### config.mk
export PLATFORM = sky130hd
export DESIGN_NAME = bcrf_cell_row
export DESIGN_NICKNAME = d
export VERILOG_FILES = /design/src/design/bcrf_pkg.sv /design/src/design/bcrf_cell.sv /design/src/design/bcrf_cell_row.sv
export SDC_FILE = /design/constraint.sdc
export NUM_CORES = 1
export LEC_CHECK = 0
export ABC_AREA = 1
export BUFFER_PORTS_ARGS = -buffer_cell sky130_fd_sc_hd__clkbuf_2
export CORE_AREA = 10 10 135 137
export DETAILED_ROUTE_END_ITERATION = 8
export DIE_AREA = 0 0 145 147
export PLACE_DENSITY = 0.87
export SYNTH_ARGS = -nofsm -noshare
export SYNTH_HDL_FRONTEND = slang
export SYNTH_SLANG_ARGS = --single-unit
### constraint.sdc
create_clock -name clock -period 3.4 [get_ports clock]
set_input_delay 0.34 -clock clock [delete_from_list [all_inputs] [get_ports clock]]
set_output_delay 0.34 -clock clock [all_outputs]
set_load 0.05 [all_outputs]
### src/design/bcrf_pkg.sv
// Package for the border fill block: sizes, codes and beat payload types.
package bcrf_pkg;

   localparam int MAX_ROWS  = 64;
   localparam int MAX_COLS  = 64;
   localparam int ROW_W     = 6;
   localparam int COL_W     = 6;
   localparam int FUNC_W    = 2;
   localparam int DIM_W     = 7;
   localparam int CSR_IDX_W = 4;

   localparam logic [FUNC_W-1:0] FUNC_WRITE = 2'd0;
   localparam logic [FUNC_W-1:0] FUNC_FILL  = 2'd1;
   localparam logic [FUNC_W-1:0] FUNC_READ  = 2'd2;

   localparam logic KIND_FILL_DONE = 1'b0;
   localparam logic KIND_READ      = 1'b1;

   localparam logic [CSR_IDX_W-1:0] CSR_ROWS_IN_USE = 4'd0;
   localparam logic [CSR_IDX_W-1:0] CSR_COLS_IN_USE = 4'd1;

   typedef struct packed {
      logic [FUNC_W-1:0] func;
      logic [ROW_W-1:0]  row;
      logic [COL_W-1:0]  col;
      logic              cell_open;
   } req_payload_type;

   typedef struct packed {
      logic result_kind;
      logic cell_value;
   } rsp_payload_type;

   typedef struct packed {
      logic load;
      logic step;
   } cell_ctrl_type;

endpackage

### src/design/bcrf_cell.sv
// One cell of the propagation row: open bit, reach bit and change flag.
module bcrf_cell (
   input  logic                   clock,
   input  bcrf_pkg::cell_ctrl_type ctrl,
   input  logic                   open_in,
   input  logic                   seed_in,
   input  logic                   left_in,
   input  logic                   right_in,
   output logic                   reach_out,
   output logic                   chg_out
);

   logic open_ff, open_in_w;
   logic reach_ff, reach_in;
   logic chg_ff, chg_in;

   always_comb begin
      open_in_w = open_ff;
      reach_in  = reach_ff;
      chg_in    = chg_ff;
      if (ctrl.load) begin
         open_in_w = open_in;
         reach_in  = seed_in;
         chg_in    = 1'b1;
      end else if (ctrl.step) begin
         reach_in = reach_ff | (open_ff & (left_in | right_in));
         chg_in   = reach_in != reach_ff;
      end
   end

   always_ff @(posedge clock) begin
      open_ff  <= open_in_w;
      reach_ff <= reach_in;
      chg_ff   <= chg_in;
   end

   assign reach_out = reach_ff;
   assign chg_out   = chg_ff;

endmodule

### src/design/bcrf_cell_row.sv
// Row of cells, one per grid column; reach spreads one column per step.
module bcrf_cell_row (
   input  logic                          clock,
   input  bcrf_pkg::cell_ctrl_type       ctrl,
   input  logic [bcrf_pkg::MAX_COLS-1:0] open_vec,
   input  logic [bcrf_pkg::MAX_COLS-1:0] seed_vec,
   output logic [bcrf_pkg::MAX_COLS-1:0] reach_vec,
   output logic                          row_busy
);

   logic [bcrf_pkg::MAX_COLS-1:0] chg_vec;
   logic [bcrf_pkg::MAX_COLS+1:0] reach_ext;

   assign reach_ext = {1'b0, reach_vec, 1'b0};

   for (genvar i = 0; i < bcrf_pkg::MAX_COLS; i++) begin : g_cell
      bcrf_cell u_cell (
         .clock     (clock),
         .ctrl      (ctrl),
         .open_in   (open_vec[i]),
         .seed_in   (seed_vec[i]),
         .left_in   (reach_ext[i]),
         .right_in  (reach_ext[i+2]),
         .reach_out (reach_vec[i]),
         .chg_out   (chg_vec[i])
      );
   end

   // still moving while any cell changed in the last step
   assign row_busy = |chg_vec;

endmodule

==> results of run 1 <==
-- metrics by stage --
| stage | worst slack, ns | hold WS [ns] | utilization, % |
|---|---|---|---|
| detailed placement | 1.03 | 0.467 | 57.1 |
| global route | 1.27 | 0.0627 | 61.3 |
| global placement | 1.08 | 0.452 | 57.1 |
| floorplan | 0.938 | 0.439 | - |
| finish | 1.42 | 0.0762 | 61.3 |
| CTS | 1.38 | 0.0664 | 61.3 |
-- layer usage --
metal / up-vias / track usage [%]
li1: 2963 / -
met2: 214 / 31.2
met1: 2778 / 22.2
met4: 2 / 7.00
met3: 30 / 6.23
met5: - / 0
-- final cells by class --
type,instances,share of cell area [%]
Clock inverter,10,1.78
Clock buffer,22,5.17
Timing Repair Buffer,198,10.6
Tap cell,216,2.83
Multi-Input combinational cell,510,25.9
Sequential cell,192,53.6
Inverter,2,0.131
-- cells in the final DEF, fill, tap and decap left out, drive strengths merged --
master      n
o21a       62
inv         5
o21ai      62
a21oi       4
bufinv      4
a22oi      62
nand2     210
clkbuf    216
buf         4
o31ai       2
nor2      108
clkinvlp    2
edfxtp    128
clkinv      1
dfxtp      64
-- cell families (layout without fill, tap and decap cells) --
kind of cell | count (synthesis) | count (layout)
buffers and inverters | 100 | 232
flip-flops | 192 | 192
AO/OA/AOI/OAI | 192 | 192
AND/OR/NAND/NOR | 318 | 318
-- final timing paths --
check	start	endpoint	slack, ns	cells after the start
max	g_cell[21].u_cell.chg_out	row_busy	1.42	7
min	open_vec[55]	g_cell[55].u_cell.open_ff	0.08	1
max reg2reg	g_cell[17].u_cell.reach_out	g_cell[16].u_cell.reach_out	2.15	3
min reg2reg	g_cell[63].u_cell.chg_out	g_cell[63].u_cell.chg_out	0.48	2
-- flip-flops by register name, indices dropped and copies added (netlist names) --
signal                   flops
g_cell.u_cell.chg_out       64
g_cell.u_cell.open_ff       64
g_cell.u_cell.reach_out     64
-- report_power, final --
part	switching, mW	internal (mW)
Combinational	0.576	0.263
Sequential	0.185	2.74
Clock	0.858	1.34
-- worst max-delay path, delay by kind of cell (launching register included) --
kind / cells / cell delay (ns)
buffers and inverters: 1 / 0.25
flip-flops: 1 / 0.32
AND/OR/NAND/NOR: 6 / 0.64
-- Yosys cell counts (all sizes together) --
cell,n
a21oi,4
a22oi,62
buf,87
clkbuf,11
dfxtp,64
edfxtp,128
inv,2
nand2,210
nor2,108
o21a,62
o21ai,62
o31ai,2
==> impl_table.tex, run 1 <==
\begin{tabular}{lr}
\hline
Metric & Value \\
\hline
\multicolumn{2}{l}{\textbf{STA}} \\
\quad Final slew viol count & 0 \\
\quad RSZ-0062 raised after global routing & no \\
\quad Worst setup skew after layout & 0.00957 ns \\
\quad Part of the cycle the worst path needs & around 58\% \\
\quad Number of setup violations in the final report & 0 \\
\quad Worst slew pin tran & 1.09 ns \\
\quad Clock period minus worst slack & 1.98 ns \\
\quad Final hold viol count & 0 \\
\quad Maximum achievable frequency & 505 MHz \\
\quad Setup total negative slack & 0 ns \\
\quad Max transition margin & 27.6\% \\
\multicolumn{2}{l}{\textbf{CTS}} \\
\quad Clock root buffer & clkbuf\_16 \\
\quad CTS HTree Levels & 4 \\
\quad TritonCTS clock tree & built \\
\quad CTS-repair resized insts & 0 \\
\quad Clock edge transition at the registers on the reported setup and hold paths & around 0.07 ns \\
\quad \# hold bufs at CTS & 0 \\
\quad Num CTS Buffers & 17 \\
\quad Setup bufs post-CTS & 0 \\
\quad Sink count of the clock tree & between 150 and 200 \\
\quad CTS max path bufs & 2 \\
\quad Clk\_lat worst skew & 0.43 ns \\
\multicolumn{2}{l}{\textbf{Die}} \\
\quad Starting density of the core & between 50\% and 60\% \\
\quad Die Footprint & 21300 um2 \\
\quad Die Height & approximately 150 um \\
\quad Ports placed on the boundary & a little under 200 \\
\quad Die X-Extent & 145 um \\
\quad Number of core rows & 46 \\
\quad Core region area & 15600 um2 \\
\multicolumn{2}{l}{\textbf{Logic synthesis}} \\
\quad Ranking of synthesized cells by area & edfxtp\_1, dfxtp\_1, nand2\_1 \\
\quad Leading area contributor after synthesis & edfxtp\_1 \\
\quad Post-synthesis share of cell area spent on full adders, half adders and majority gates & 0\% \\
\quad Post-Synthesis Cells & 802 \\
\quad Proportion of synthesized area in mux cells & 0\% \\
\quad Synthesized net count & 933 \\
\quad Synthesized flop and latch total & $\sim$190 \\
\quad Number of different library cells in the post-synthesis netlist & 14 \\
\quad Xor and xnor fraction of the mapped netlist area & 0\% \\
\quad Avg Cell Area, Syn & 10.3 um2 \\
\quad Number of warnings reported in the yosys synthesis log & 0 \\
\quad Area share of and/or/nand/nor cells after synthesis & 14.4\% \\
\quad Combinational family with the most area after synthesis & compound AO/OA/AOI/OAI gates \\
\quad Fraction of the yosys area taken by sequential cells & 61.9\% \\
\quad Netlist area before placement & 8280 um2 \\
\quad Fraction of the mapped netlist area in compound gates & 15.4\% \\
\quad Portion of synthesized cell area occupied by the leading cell type & 46.4\% \\
\multicolumn{2}{l}{\textbf{Critical path}} \\
\quad Type of the worst setup path & register to primary output \\
\quad Maximum fanout encountered on the critical timing path & 2 \\
\quad Worst stage delay on the critical path & 0.32 ns \\
\quad Critical Path Slowest Stage Cell & dfxtp\_1 \\
\quad Startpoint Class & register \\
\quad Critical path data required time & 3.06 ns \\
\quad Worst Setup End Kind & primary output \\
\quad Worst EP arrival & between 1.5 and 2 ns \\
\quad Critical-path cell list & nor2\_1 > nand2\_1 > nor2\_1 > nand2\_1 > nor2\_1 > nand2\_1 > clkbuf\_2 \\
\multicolumn{2}{l}{\textbf{Global routing}} \\
\quad Sum of overflow across all layers after global routing & 0 \\
\quad Antenna violations before repair & 1 \\
\quad Maximum number of pins on one net before global-route repair & roughly 130 \\
\quad Global-route wire length before repair & 32.2 mm \\
\quad Total Routing Usage GR & 18.8\% \\
\quad Number of global-route vias before repair & 6056 \\
\multicolumn{2}{l}{\textbf{Drt}} \\
\quad Met3 WL & 1.68 mm \\
\quad DRC violations left & 0 \\
\quad Iter 0 DRT Violations & 415 \\
\quad DR vias & 5987 \\
\quad Avg WL per Cell & 17.6 um \\
\quad Count of nets left with antenna violations after detail routing & 0 \\
\quad Met1 layer wirelength in the final routing & around 8.3 mm \\
\quad Detailed Route WL & approximately 20 mm \\
\quad Met2 WL post-DR & about 10 mm \\
\quad Total iterations of the first detailed-routing run & 5 \\
\quad Drt via density & between 5 and 6 \\
\quad Highest metal layer with signal wires & met5 \\
\multicolumn{2}{l}{\textbf{Hold path}} \\
\quad Class of the most critical hold timing path & input pin to register \\
\multicolumn{2}{l}{\textbf{Power and ir drop}} \\
\quad IR Drop Worst-Case VDD & 0.377 mV \\
\quad Total chip power & around 6.0 mW \\
\quad Total power density per cell area & 623 nW/um2 \\
\quad Reported leakage power & 4.04 nW \\
\multicolumn{2}{l}{\textbf{Placed design}} \\
\quad Cell Area, Placed & 8900 um2 \\
\quad Port bufs & 195 \\
\quad Cells after DPL & 1118 \\
\quad Hpwl dp & 14.2 mm \\
\quad Routability Congestion & 0.805 \\
\multicolumn{2}{l}{\textbf{Layout}} \\
\quad \# fillers & 1305 \\
\quad Sequential cell area & 5120 um2 \\
\quad Final non-filler cell area & 9560 um2 \\
\quad Multi-input gate area & 2480 um2 \\
\quad Area growth from synthesis to layout & 15.5\% \\
\quad NumNets Final & 1052 \\
\quad Filler-free cell count of the finished design & 1150 \\
\quad Count of antenna diodes in the layout & 0 \\
\quad Share of final-layout standard cells stronger than drive strength 1 & 24.9\% \\
\multicolumn{2}{l}{\textbf{Run}} \\
\quad Number of maximum-capacitance constraint violations & 0 \\
\multicolumn{2}{l}{\textbf{Outcome}} \\
\quad Outcome & completed \\
\hline
\end{tabular}
Note: power is estimated with default switching activity, not from simulation.
==> inputs of run 2 (changes only) <==
--- a/config.mk
+++ b/config.mk
@@ -7,10 +7,10 @@
 export LEC_CHECK = 0
 export ABC_AREA = 1
 export BUFFER_PORTS_ARGS = -buffer_cell sky130_fd_sc_hd__clkbuf_2
-export CORE_AREA = 10 10 135 137
+export CORE_AREA = 10 10 141 143
 export DETAILED_ROUTE_END_ITERATION = 8
-export DIE_AREA = 0 0 145 147
-export PLACE_DENSITY = 0.87
+export DIE_AREA = 0 0 151 153
+export PLACE_DENSITY = 0.84
 export SYNTH_ARGS = -nofsm -noshare
 export SYNTH_HDL_FRONTEND = slang
 export SYNTH_SLANG_ARGS = --single-unit
==> constraint.sdc (replaced) <==
create_clock -name clock -period 1.6 [get_ports clock]
set_input_delay 0.16 -clock clock [delete_from_list [all_inputs] [get_ports clock]]
set_output_delay 0.16 -clock clock [all_outputs]
set_load 0.05 [all_outputs]
==> impl_table.tex, run 2 (synthesis results as in run 1) <==
\begin{tabular}{lr}
\hline
Metric & Value \\
\hline
\multicolumn{2}{l}{\textbf{Outcome}} \\
\quad Outcome & finished with violations \\
\quad Violated checks & negative setup slack \\
\multicolumn{2}{l}{\textbf{Critical path}} \\
\quad Worst Setup End Kind & primary output \\
\quad Reg-to-reg slack, setup & 0.29 ns \\
\quad Startpoint Class & register \\
\quad Reg-to-Reg End & g\_cell[6].u\_cell.reach\_out \\
\quad Critical Path Slowest Stage Cell & dfxtp\_1 \\
\quad Worst EP arrival & roughly 1.5 ns \\
\quad Critical path data required time & 1.44 ns \\
\quad Critical-path cell list & nor2\_1 > nand2\_1 > nor2\_1 > nand2\_1 > nor2\_4 > nand2\_2 > buf\_8 \\
\quad Number of cells traversed by the worst register-to-register path & 3 \\
\quad Maximum fanout encountered on the critical timing path & 2 \\
\quad Critical R2R Launch & g\_cell[5].u\_cell.reach\_out \\
\quad Worst stage delay on the critical path & 0.32 ns \\
\quad Type of the worst setup path & register to primary output \\
\multicolumn{2}{l}{\textbf{Drt}} \\
\quad Avg WL per Cell & about 18 um \\
\quad DR vias & $\sim$6600 \\
\quad DRC violations left & 0 \\
\quad Count of nets left with antenna violations after detail routing & 0 \\
\quad Drt via density & 5.21 \\
\quad Detailed Route WL & between 20 and 25 mm \\
\quad Iter 0 DRT Violations & between 500 and 600 \\
\quad Total iterations of the first detailed-routing run & 5 \\
\multicolumn{2}{l}{\textbf{CTS}} \\
\quad Sink count of the clock tree & 192 \\
\quad Setup bufs post-CTS & 0 \\
\quad CTS HTree Levels & 4 \\
\quad Clock root buffer & clkbuf\_16 \\
\quad TritonCTS clock tree & built \\
\quad Clock edge transition at the registers on the reported setup and hold paths & 0.07 ns \\
\quad Clk\_lat worst skew & 0.43 ns \\
\quad CTS max path bufs & 2 \\
\quad Num CTS Buffers & 17 \\
\multicolumn{2}{l}{\textbf{Die}} \\
\quad Die X-Extent & between 150 and 200 um \\
\quad Core region area & 17100 um2 \\
\quad Ports placed on the boundary & about 200 \\
\quad Starting density of the core & 48.5\% \\
\quad Die Height & 153 um \\
\quad Number of core rows & 48 \\
\quad Die Footprint & approximately 23000 um2 \\
\multicolumn{2}{l}{\textbf{Layout}} \\
\quad Most common cell after layout, fill and taps aside & nand2\_1 \\
\quad NumNets Final & 1152 \\
\quad \# fillers & between 1000 and 1500 \\
\quad Filler-free cell count of the finished design & 1263 \\
\quad Area growth from synthesis to layout & 28.0\% \\
\quad Commonest non-fill, non-tap cells in the layout & nand2\_1, clkbuf\_2, edfxtp\_1 \\
\quad Share of final-layout standard cells stronger than drive strength 1 & a little under a quarter \\
\quad Post-layout utilization of the core & approximately 62\% \\
\multicolumn{2}{l}{\textbf{STA}} \\
\quad Worst setup slack after layout & -0.0637 ns \\
\quad Part of the cycle the worst path needs & 104\% \\
\quad Max transition margin & roughly two thirds \\
\quad RSZ-0062 raised after global routing & yes \\
\quad Final hold viol count & 0 \\
\quad Number of setup violations in the final report & 1 \\
\quad Maximum achievable frequency & about 600 MHz \\
\quad Clock period minus worst slack & 1.66 ns \\
\quad Worst setup skew after layout & 0.00966 ns \\
\quad Worst slew pin tran & 0.514 ns \\
\quad Final slew viol count & 0 \\
\multicolumn{2}{l}{\textbf{Global routing}} \\
\quad Maximum number of pins on one net before global-route repair & 127 \\
\quad Total Routing Usage GR & 19.6\% \\
\quad Sum of overflow across all layers after global routing & 0 \\
\quad Number of global-route vias before repair & roughly 6800 \\
\quad Antenna violations before repair & 5 \\
\quad Global-route wire length before repair & 36.0 mm \\
\multicolumn{2}{l}{\textbf{Power and ir drop}} \\
\quad Reported leakage power & 4.46 nW \\
\quad Total power density per cell area & between 1000 and 1500 nW/um2 \\
\quad IR Drop Worst-Case VDD & 0.888 mV \\
\multicolumn{2}{l}{\textbf{Hold path}} \\
\quad Hold Startpoint & seed\_vec[9] \\
\quad Min-Delay Endpoint & g\_cell[9].u\_cell.reach\_out \\
\quad WHS Path Cells & 3 \\
\quad Class of the most critical hold timing path & input pin to register \\
\multicolumn{2}{l}{\textbf{Run}} \\
\quad Number of maximum-capacitance constraint violations & 0 \\
\multicolumn{2}{l}{\textbf{Placed design}} \\
\quad Hpwl dp & 15.3 mm \\
\quad Cells after DPL & $\sim$1100 \\
\quad Routability Congestion & 0.797 \\
\quad Port bufs & 195 \\
\hline
\end{tabular}
==> run 2: worst max path at each step <==
stage / from / to / slack, ns / cells past startpoint
after floorplan: ctrl[1] / g_cell[0].u_cell.reach_out / 0.28 / 3
after global placement: g_cell[25].u_cell.chg_out / row_busy / 0.24 / 7
after detailed placement: g_cell[10].u_cell.chg_out / row_busy / 0.22 / 7
after CTS: g_cell[23].u_cell.chg_out / row_busy / -0.15 / 7
after global routing: g_cell[23].u_cell.chg_out / row_busy / -0.16 / 7
final: g_cell[51].u_cell.chg_out / row_busy / -0.06 / 7
==> run 2: cell type report <==
type | instances | area, um2 | area share [%]
inverters | 2 | 12.5 | 0.118
diodes | 4 | 10.0 | 0.0945
multi-input cells | 510 | 2490 | 23.5
clock buffers | 20 | 437 | 4.12
flip-flops and latches | 192 | 5130 | 48.4
repair buffers | 298 | 2030 | 19.1
well taps | 225 | 282 | 2.66
clock inverters | 12 | 209 | 1.97
==> run 2: per-layer routing <==
layer	up-vias	global-route usage, %	part of all wire [%]
li1	3166	-	-
met5	-	0	0.035
met1	3130	23.6	40
met4	2	8.30	2.5
met3	43	5.61	7.8
met2	238	32.0	50
==> run 2: repair_timing <==
action | in CTS | in global routing
gates cloned | 0 | 0
endpoints found under the setup margin | 1 | 1
hold buffers | 92 | 0
gates resized for setup | 5 | 4
endpoints found under the hold margin | 92 | 0
pin swaps | 5 | 5
==> run 2: through the flow <==
step / hold WS [ns] / setup TNS (ns) / setup slack [ns] / cell area [um2] / power (mW)
after floorplan: 0.259 / 0 / 0.278 / 8280 / 7.70
after global placement: 0.337 / 0 / 0.237 / 8990 / 8.09
after detailed placement: 0.339 / 0 / 0.225 / 8990 / 8.15
after CTS: 0.00132 / -0.148 / -0.148 / 10600 / 12.9
after global routing: 0.0101 / -0.163 / -0.163 / 10600 / 13.4
final: 0.0109 / -0.0637 / -0.0637 / 10600 / 12.9
==> run 2: power by group <==
group	total [mW]	internal [mW]	leakage [nW]	switching (mW)
clock	4.62	2.79	0.305	1.83
combinational	2.05	0.728	2.35	1.32
sequential	6.20	5.81	1.81	0.393
==> run 2: worst max-delay path, delay by kind of cell, from the launching register on <==
kind                   cells  cell delay [ns]
DFF                        1             0.32
buffers and inverters      1             0.15
and+or+nand+nor            6             0.61
